--- config.mk ---
export PLATFORM = sky130hd
export DESIGN_NAME = dsdw_frame_seq_flat
export DESIGN_NICKNAME = d
export VERILOG_FILES = /design/src/design/dsdw_pkg.sv /design/src/design/dsdw_ifs.sv /design/src/design/dsdw_frame_seq.sv /design/src/flat_wrapper.sv
export SDC_FILE = /design/constraint.sdc
export NUM_CORES = 1
export LEC_CHECK = 0
export BUFFER_PORTS_ARGS = -buffer_cell sky130_fd_sc_hd__buf_2
export CAP_MARGIN = 10
export CELL_PAD_IN_SITES_DETAIL_PLACEMENT = 0
export CELL_PAD_IN_SITES_GLOBAL_PLACEMENT = 1
export CORE_ASPECT_RATIO = 1.5
export CORE_UTILIZATION = 37
export DETAILED_ROUTE_END_ITERATION = 8
export PLACE_DENSITY_LB_ADDON = 0.1
export SLEW_MARGIN = 10
export SYNTH_ARGS = -nofsm -noshare
export SYNTH_HDL_FRONTEND = slang
export SYNTH_SLANG_ARGS = --single-unit
--- constraint.sdc ---
create_clock -name clk -period 2.9 [get_ports clk]
set_clock_uncertainty 0.2 [all_clocks]
set_input_delay 0.435 -clock clk [delete_from_list [all_inputs] [get_ports clk]]
set_output_delay 0.435 -clock clk [all_outputs]
set_load 0.01 [all_outputs]
--- src/design/dsdw_pkg.sv ---
// constants, types and segment table of the decimal segment display writer
// no dependencies
`default_nettype none

package dsdw_pkg;

  localparam int DIGIT_COUNT_DEF = 8;
  localparam int UNIT_COUNT = 4;
  localparam int SHOWN_DIGITS = 6;
  localparam logic [2:0] DP_RESET = 3'd3;
  localparam logic [7:0] DP_BIT = 8'h80;
  localparam logic [31:0] DIV10_MAGIC = 32'hCCCC_CCCD;
  localparam int DIV10_SHIFT = 35;

  typedef struct packed {
    logic [1:0] unit;
    logic [31:0] rest;
    logic [SHOWN_DIGITS-1:0][3:0] digits;
  } dsdw_item_t;

  function automatic logic [7:0] seg_code(input logic [3:0] digit);
    logic [7:0] code;
    case (digit)
      4'd0: code = 8'b0111_1110;
      4'd1: code = 8'b0011_0000;
      4'd2: code = 8'b0110_1101;
      4'd3: code = 8'b0111_1001;
      4'd4: code = 8'b0011_0011;
      4'd5: code = 8'b0101_1011;
      4'd6: code = 8'b0101_1111;
      4'd7: code = 8'b0111_0000;
      4'd8: code = 8'b0111_1111;
      4'd9: code = 8'b0111_0011;
      default: code = 8'h00;
    endcase
    return code;
  endfunction

endpackage

`default_nettype wire

--- src/design/dsdw_ifs.sv ---
// valid/ready channel interfaces: input items, output frames, configuration
// no dependencies
`default_nettype none


interface dsdw_out_if;
  logic valid;
  logic ready;
  logic [1:0] unit_out;
  logic [3:0] register_address;
  logic [7:0] register_data;
  logic last;
  modport source (output valid, output unit_out, output register_address,
                  output register_data, output last, input ready);
  modport sink (input valid, input unit_out, input register_address,
                input register_data, input last, output ready);
endinterface


`default_nettype wire

--- src/design/dsdw_frame_seq.sv ---
// frame sequencer: turns one converted item into the blanking and digit frames
// depends on dsdw_pkg and dsdw_out_if
`default_nettype none

module dsdw_frame_seq #(
  parameter int DIGIT_COUNT = dsdw_pkg::DIGIT_COUNT_DEF
) (
  input  logic                 clk,
  input  logic                 rst,
  input  logic                 valid_up,
  output logic                 ready_up,
  input  dsdw_pkg::dsdw_item_t item_up,
  input  logic [2:0]           dp_position,
  dsdw_out_if.source           frames
);
  import dsdw_pkg::*;

  localparam int CW = (2 * DIGIT_COUNT > 1) ? $clog2(2 * DIGIT_COUNT) : 1;
  localparam logic [CW-1:0] LAST_CNT = CW'(2 * DIGIT_COUNT - 1);
  localparam logic [CW-1:0] HALF_CNT = CW'(DIGIT_COUNT);
  localparam int SHOWN = (DIGIT_COUNT < SHOWN_DIGITS) ? DIGIT_COUNT : SHOWN_DIGITS;

  logic                         busy;
  logic [CW-1:0]                cnt;
  logic [1:0]                   unit;
  logic [SHOWN_DIGITS-1:0][3:0] digits;

  logic       out_load;
  logic       phase;
  logic [3:0] didx;
  logic [3:0] sel_digit;
  logic [7:0] data_next;

  assign out_load = busy && (!frames.valid || frames.ready);
  assign ready_up = !busy || (out_load && cnt == LAST_CNT);

  assign phase = (cnt >= HALF_CNT);
  assign didx = phase ? 4'(cnt - HALF_CNT) : 4'(cnt);

  always_comb begin
    sel_digit = 4'd0;
    for (int i = 0; i < SHOWN; i++) begin
      if (didx == 4'(i)) begin
        sel_digit = digits[i];
      end
    end
    data_next = 8'h00;
    if (phase && didx < 4'(SHOWN)) begin
      data_next = seg_code(sel_digit);
      if ({1'b0, dp_position} == didx) begin
        data_next = data_next | DP_BIT;
      end
    end
  end

  always_ff @(posedge clk) begin
    if (rst) begin
      busy <= 1'b0;
      cnt <= '0;
      frames.valid <= 1'b0;
    end else begin
      if (out_load) begin
        frames.valid <= 1'b1;
      end else if (frames.ready) begin
        frames.valid <= 1'b0;
      end
      if (valid_up && ready_up) begin
        busy <= 1'b1;
        cnt <= '0;
      end else if (out_load) begin
        cnt <= cnt + CW'(1);
        if (cnt == LAST_CNT) begin
          busy <= 1'b0;
        end
      end
    end
  end

  always_ff @(posedge clk) begin
    if (valid_up && ready_up) begin
      unit <= item_up.unit;
      digits <= item_up.digits;
    end
    if (out_load) begin
      frames.unit_out <= unit;
      frames.register_address <= didx + 4'd1;
      frames.register_data <= data_next;
      frames.last <= (cnt == LAST_CNT);
    end
  end

endmodule

`default_nettype wire

--- src/flat_wrapper.sv ---
// flat-port wrapper written by rule: the top's interface ports become plain ports
module dsdw_frame_seq_flat import dsdw_pkg::*;
#(
  parameter int DIGIT_COUNT = dsdw_pkg::DIGIT_COUNT_DEF
)
  (clk, rst, valid_up, ready_up, item_up, dp_position, frames_valid, frames_unit_out, frames_register_address, frames_register_data, frames_last, frames_ready);
  dsdw_out_if frames_i ();
  input  logic clk;
  input  logic rst;
  input  logic valid_up;
  output logic ready_up;
  input  dsdw_pkg::dsdw_item_t item_up;
  input  logic [2:0] dp_position;
  output wire logic [$bits(frames_i.valid)-1:0] frames_valid;
  output wire logic [$bits(frames_i.unit_out)-1:0] frames_unit_out;
  output wire logic [$bits(frames_i.register_address)-1:0] frames_register_address;
  output wire logic [$bits(frames_i.register_data)-1:0] frames_register_data;
  output wire logic [$bits(frames_i.last)-1:0] frames_last;
  input wire logic [$bits(frames_i.ready)-1:0] frames_ready;
  assign frames_valid = frames_i.valid;
  assign frames_unit_out = frames_i.unit_out;
  assign frames_register_address = frames_i.register_address;
  assign frames_register_data = frames_i.register_data;
  assign frames_last = frames_i.last;
  assign frames_i.ready = frames_ready;
  dsdw_frame_seq #(.DIGIT_COUNT(DIGIT_COUNT)) u_core (.clk(clk), .rst(rst), .valid_up(valid_up), .ready_up(ready_up), .item_up(item_up), .dp_position(dp_position), .frames(frames_i));
endmodule
==> results of run 1 <==
==> worst max path at each step <==
stage | end | startpoint
4_1_cts | u_core.frames.register_data[5] | u_core.cnt[1]
2_1_floorplan | u_core.cnt[0] | u_core.cnt[0]
3_3_place_gp | u_core.frames.register_data[5] | u_core.cnt[1]
6_report | u_core.frames.register_data[5] | u_core.cnt[1]
3_5_place_dp | u_core.frames.register_data[5] | u_core.cnt[1]
5_1_grt | u_core.frames.register_data[6] | u_core.cnt[1]
==> cells in the mapped netlist (all sizes together) <==
master,n,area share
nand2b,2,0.0095
nor3,2,0.0048
nand3b,2,0.0072
xnor2,3,0.013
mux2i,5,0.024
clkbuf,1,0.0018
a31oi,3,0.0089
dfxtp,6,0.057
nand2,17,0.030
o211ai,4,0.021
nand3,1,0.0024
buf,4,0.013
nor2,9,0.016
xor2,4,0.017
a21oi,5,0.012
o21ai,4,0.0095
o21a,1,0.0036
a21boi,2,0.0072
edfxtp,41,0.59
a211o,2,0.0083
nor3b,1,0.0036
o32ai,3,0.013
a21o,2,0.0072
ha,10,0.060
nor2b,5,0.015
a221o,4,0.019
inv,9,0.016
or2,1,0.0030
o22ai,2,0.0060
and2,2,0.0060
==> state kept, by name, summed over array words and instances (netlist names) <==
| signal | flops |
|---|---|
| u_core.busy | 1 |
| u_core.cnt | 4 |
| u_core.digits | 24 |
| u_core.frames.last | 1 |
| u_core.frames.register_address | 4 |
| u_core.frames.register_data | 8 |
| u_core.frames.unit_out | 2 |
| u_core.frames.valid | 1 |
| u_core.unit | 2 |
==> layer usage <==
metal | share of wire | wire length, µm | up-vias | global-route usage
li1 | - | - | 685 | -
met1 | 0.39 | 1350 | 621 | 0.130
met2 | 0.54 | 1850 | 43 | 0.233
met3 | 0.053 | 183 | 4 | 0.0291
met4 | 0.012 | 42 | 0 | 0.0492
met5 | 0 | 0 | - | 0
==> critical path: stages (launching register included) <==
cell and delay, ns:
dfxtp_1 0.44, inv_1 0.12, ha_1 0.25, nor2b_1 0.21
a221o_1 0.33, a31oi_1 0.27, inv_1 0.11, ha_1 0.30
nand2_1 0.06, a21oi_1 0.07
==> power by group through the flow <==
| stage | logic [W] | registers (W) | clock network, W |
|---|---|---|---|
| 6_report | 0.000182 | 0.000783 | 0.000375 |
| 5_1_grt | 0.000205 | 0.000787 | 0.000416 |
| 4_1_cts | 0.000185 | 0.000783 | 0.000391 |
| 3_5_place_dp | 0.000184 | 0.000799 | 0 |
| 3_3_place_gp | 0.000179 | 0.000798 | 0 |
| 2_1_floorplan | 0.000111 | 0.000804 | 0 |
==> per-stage QoR <==
step                      utilization  std cells  power [W]
after detailed placement        0.447        276   0.000983
after CTS                       0.463        284    0.00136
final                           0.463        284    0.00134
after global routing            0.463        284    0.00141
after floorplan                     -        157   0.000915
after global placement          0.447        276   0.000977
==> cell type report <==
cell class | count | area (µm²)
Multi-Input combinational cell | 96 | 683
Tap cell | 70 | 87.6
Inverter | 9 | 33.8
Clock inverter | 2 | 11.3
Sequential cell | 47 | 1350
Clock buffer | 6 | 72.6
Fill cell | 524 | 2930
Timing Repair Buffer | 54 | 283
==> logic make-up (layout without fill, tap and decap cells) <==
group / count (synthesis) / after routing / synth area share
flops: 47 / 47 / 0.644
xor+xnor: 7 / 7 / 0.0292
mux: 5 / 5 / 0.0239
simple gates: 42 / 42 / 0.0978
buf+inv: 14 / 71 / 0.0304
compound gates: 32 / 32 / 0.115
fa+ha+maj: 10 / 10 / 0.0596
==> results.toml, run 1 <==
[status]
status = "completed"

[worst_hold_path]
hold_depth = 1
hold-path-endpoint = "u_core.digits[9]"
hold_start = "item_up[9]"
worstHoldPathType = "input pin to flip-flop"

[sta]
holdWs_ns = 0.116
fmax_mhz = 383
max_slew_margin = 0.546
final.setup.worst_slack_ns = 0.292
hold_viol_final = 0
final.min_clock_period_ns = 2.61
rsz0062_at_grt = "no"
setup_violations = 0
post-route-period-util = 0.899
finalSetupTns_ns = 0
worstMarginPinSlew_ns = 0.680
slew_violations = 0

[placed_design]
post-dp-hpwl_um = 2600
post-place-ws_ns = 0.288
place.gp.congestion = 0.766
place.port_buffers = 49
place_area_mm2 = 0.00244

[clock_network]
cts_hold_buf = 0
cts-buffers-inserted = 5
cts_num_sinks = 47
clockBufferDepth = 2
tritoncts = "done"
post_cts_buffers = 0
clock_latency_ns = 0.29
h-tree-depth = 2
clk_pin_slew_ns = 0.09
cts_root_buf = "clkbuf_8"
cts_resized = 0

[critical_path]
ff2ff_setup_slack_ns = 0.29
required_ns = 2.74
startpoint_type = "flip-flop"
critPathArrivalTime_ns = 2.45
worstReg2RegStart = "u_core.cnt[1]"
worstPathMaxFanout = 6
r2r-end = "u_core.frames.register_data[5]"
path_class = "flip-flop to flip-flop"
critPathCaptureType = "flip-flop"
reg2reg_depth = 9

[routing]
drtIter0Drc = 26
viasPerCell = 4.76
drt_first_pass_iters = 4
vias = 1353
wl_um = 3430
ant_nets = 0
wl_per_cell_um = 12.1
drc = 0

[floorplan]
die_h_um = 94.2
start_util = 0.385
die_area_mm2 = 0.00598
chipWidth_um = 63.5
coreArea_mm2 = 0.00545
rows = 33
io_pins = 82

[grt]
grt_max_degree = 28
grt.overflow.total = 0
grt_pass1_wl_um = 5690
grt.total_usage = 0.124
antenna_found_initial = 0
grt_pass1_vias = 1295

[cells_and_area]
nNetsFinal = 288
final_design_area_no_fill_mm2 = 0.00252
area_growth_pct = 20.2
drive_above_1_share = 0.304
antenna_cells = 0
mostFrequentLayoutCells = "49 x buf_2, 41 x edfxtp_1, 17 x nand2_1"
final_common_cell = "buf_2"

[pwr]
combPwrFrac = 0.136
p_sw_frac = 0.235
p_sw_w = 0.000315
p_int_w = 0.00102
p_per_area_mw_per_mm2 = 531
pwr-share-seq = 0.584
vdd_ir_drop_max_mv = 0.396
pwr-share-clk = 0.280
p_leak_nw = 1.03

[synth]
yosysSeqAreaShare = 0.644
synth_fp_nets = 232
ys_ff_latch = 47
synth_warnings = 0
postSynthCellCount = 157
avgSynthCellArea_um2 = 13.4
synth_cell_type_count = 34
syn-cell-area_mm2 = 0.00210

[job]
maxCapViolations = 0
Power figures use the tool's default switching activity.
==> inputs of run 2 (changes only) <==
--- a/config.mk
+++ b/config.mk
@@ -5,7 +5,7 @@
 export SDC_FILE = /design/constraint.sdc
 export NUM_CORES = 1
 export LEC_CHECK = 0
-export BUFFER_PORTS_ARGS = -buffer_cell sky130_fd_sc_hd__buf_2
+export BUFFER_PORTS_ARGS = -buffer_cell sky130_fd_sc_hd__clkbuf_2
 export CAP_MARGIN = 10
 export CELL_PAD_IN_SITES_DETAIL_PLACEMENT = 0
 export CELL_PAD_IN_SITES_GLOBAL_PLACEMENT = 1
==> results.toml, run 2 (synthesis results as in run 1) <==
[status]
status = "completed"

[grt]
antenna_found_initial = 0
grt_pass1_vias = 1365
grt_pass1_wl_um = 5900
grt.total_usage = 0.128
grt_max_degree = 28
grt.overflow.total = 0

[placed_design]
place.gp.congestion = 0.768
place.port_buffers = 49
post-dp-hpwl_um = 2570
dp.cells = 276

[floorplan]
start_util = 0.385
die_h_um = 94.2
chipWidth_um = 63.5
rows = 33
die_area_mm2 = 0.00598
coreArea_mm2 = 0.00545
io_pins = 82

[clock_network]
clk_pin_slew_ns = 0.08
h-tree-depth = 2
post_cts_buffers = 0
tritoncts = "done"
clockBufferDepth = 2
clock_latency_ns = 0.29
cts_root_buf = "clkbuf_8"
cts_hold_buf = 0
cts_resized = 0
cts_num_sinks = 47
cts-buffers-inserted = 5

[cells_and_area]
final_common_cell = "clkbuf_2"
area_growth_pct = 20.6
mostFrequentLayoutCells = "49 x clkbuf_2, 41 x edfxtp_1, 17 x nand2_1"
drive_above_1_share = 0.304
finalNonFillerCells = 284
nNetsFinal = 288
nFillCells = 532
largest_reg_flops = 24
antenna_cells = 0
reg_top3 = "u_core.digits: 24 flops, u_core.frames.register_data: 8 flops"
top_register = "u_core.digits"

[critical_path]
cp_cell_sequence = "inv_1, ha_1, nor2b_1, a221o_1, a31oi_1, inv_1, ha_1, nand2_1, a21oi_1"
path_buf_inv = 2
critPathArrivalTime_ns = 2.46
worstPathMaxFanout = 6
critPathCaptureType = "flip-flop"
slowest_delay_ns = 0.44
crit_family = "compound AO/OA/AOI/OAI gates"
path_class = "flip-flop to flip-flop"
cp_slowest_cell = "dfxtp_1"
required_ns = 2.74
startpoint_type = "flip-flop"

[sta]
hold_viol_final = 0
post-route-period-util = 0.905
finalSetupTns_ns = 0
final.min_clock_period_ns = 2.62
worstMarginPinSlew_ns = 0.697
setup_violations = 0
slew_violations = 0
rsz0062_at_grt = "no"
max_slew_margin = 0.535
fmax_mhz = 381

[pwr]
p_leak_nw = 1.05
p_per_area_mw_per_mm2 = 537
vdd_ir_drop_max_mv = 0.299

[routing]
wl_per_cell_um = 12.1
vias = 1355
drc = 0
drt_first_pass_iters = 4
ant_nets = 0
drtIter0Drc = 47
wl_um = 3420
viasPerCell = 4.77

[job]
maxCapViolations = 0

[worst_hold_path]
worstHoldPathType = "input pin to flip-flop"
[run 2: cell count changes in the layout (fill, tap and decap cells not counted), sizes merged]
| cell | previous run | this run |
|---|---|---|
| inv | 10 | 9 |
| clkbuf | 6 | 56 |
| buf | 54 | 5 |
[run 2: report_power, final]
part           total, W  internal, W  leakage, nW  switching, W
Clock          0.000393     0.000192       0.0482      0.000200
Combinational  0.000181    0.0000819        0.555     0.0000995
Sequential     0.000783     0.000773        0.442    0.00000979
[run 2: area by class of cell]
class / count / area (µm²) / area share
Sequential cell: 47 / 1350 / 0.534
Multi-Input combinational cell: 96 / 683 / 0.270
Timing Repair Buffer: 54 / 283 / 0.112
Tap cell: 70 / 87.6 / 0.0346
Clock buffer: 7 / 86.3 / 0.0341
Inverter: 9 / 33.8 / 0.0134
Clock inverter: 1 / 5.00 / 0.00198
[run 2: path summary, 6_finish.rpt]
check / startpoint / to / slack (ns) / depth (start not counted)
min reg2reg: u_core.unit[0] / u_core.frames.unit_out[0] / 0.23 / 0
min: item_up[9] / u_core.digits[9] / 0.11 / 1
max: u_core.cnt[1] / u_core.frames.register_data[5] / 0.28 / 9
max reg2reg: u_core.cnt[1] / u_core.frames.register_data[5] / 0.28 / 9
[run 2: per-stage QoR]
stage	instance area, µm²	power [W]	util	setup slack, ns	hold slack [ns]
5_1_grt	2530	0.00143	0.464	0.0335	0.0947
3_3_place_gp	2440	0.000978	0.447	0.291	0.203
3_5_place_dp	2440	0.000983	0.447	0.294	0.218
2_1_floorplan	2100	0.000915	-	0.265	0.200
6_report	2530	0.00136	0.464	0.276	0.114
4_1_cts	2530	0.00138	0.464	0.267	0.101
[run 2: routing by layer]
metal / vias up / part of all wire / routed length, µm / global-route usage
li1: 682 / - / - / -
met1: 624 / 0.41 / 1390 / 0.138
met2: 45 / 0.53 / 1820 / 0.235
met3: 4 / 0.049 / 169 / 0.0303
met4: 0 / 0.013 / 46 / 0.0549
met5: - / 0 / 0 / 0
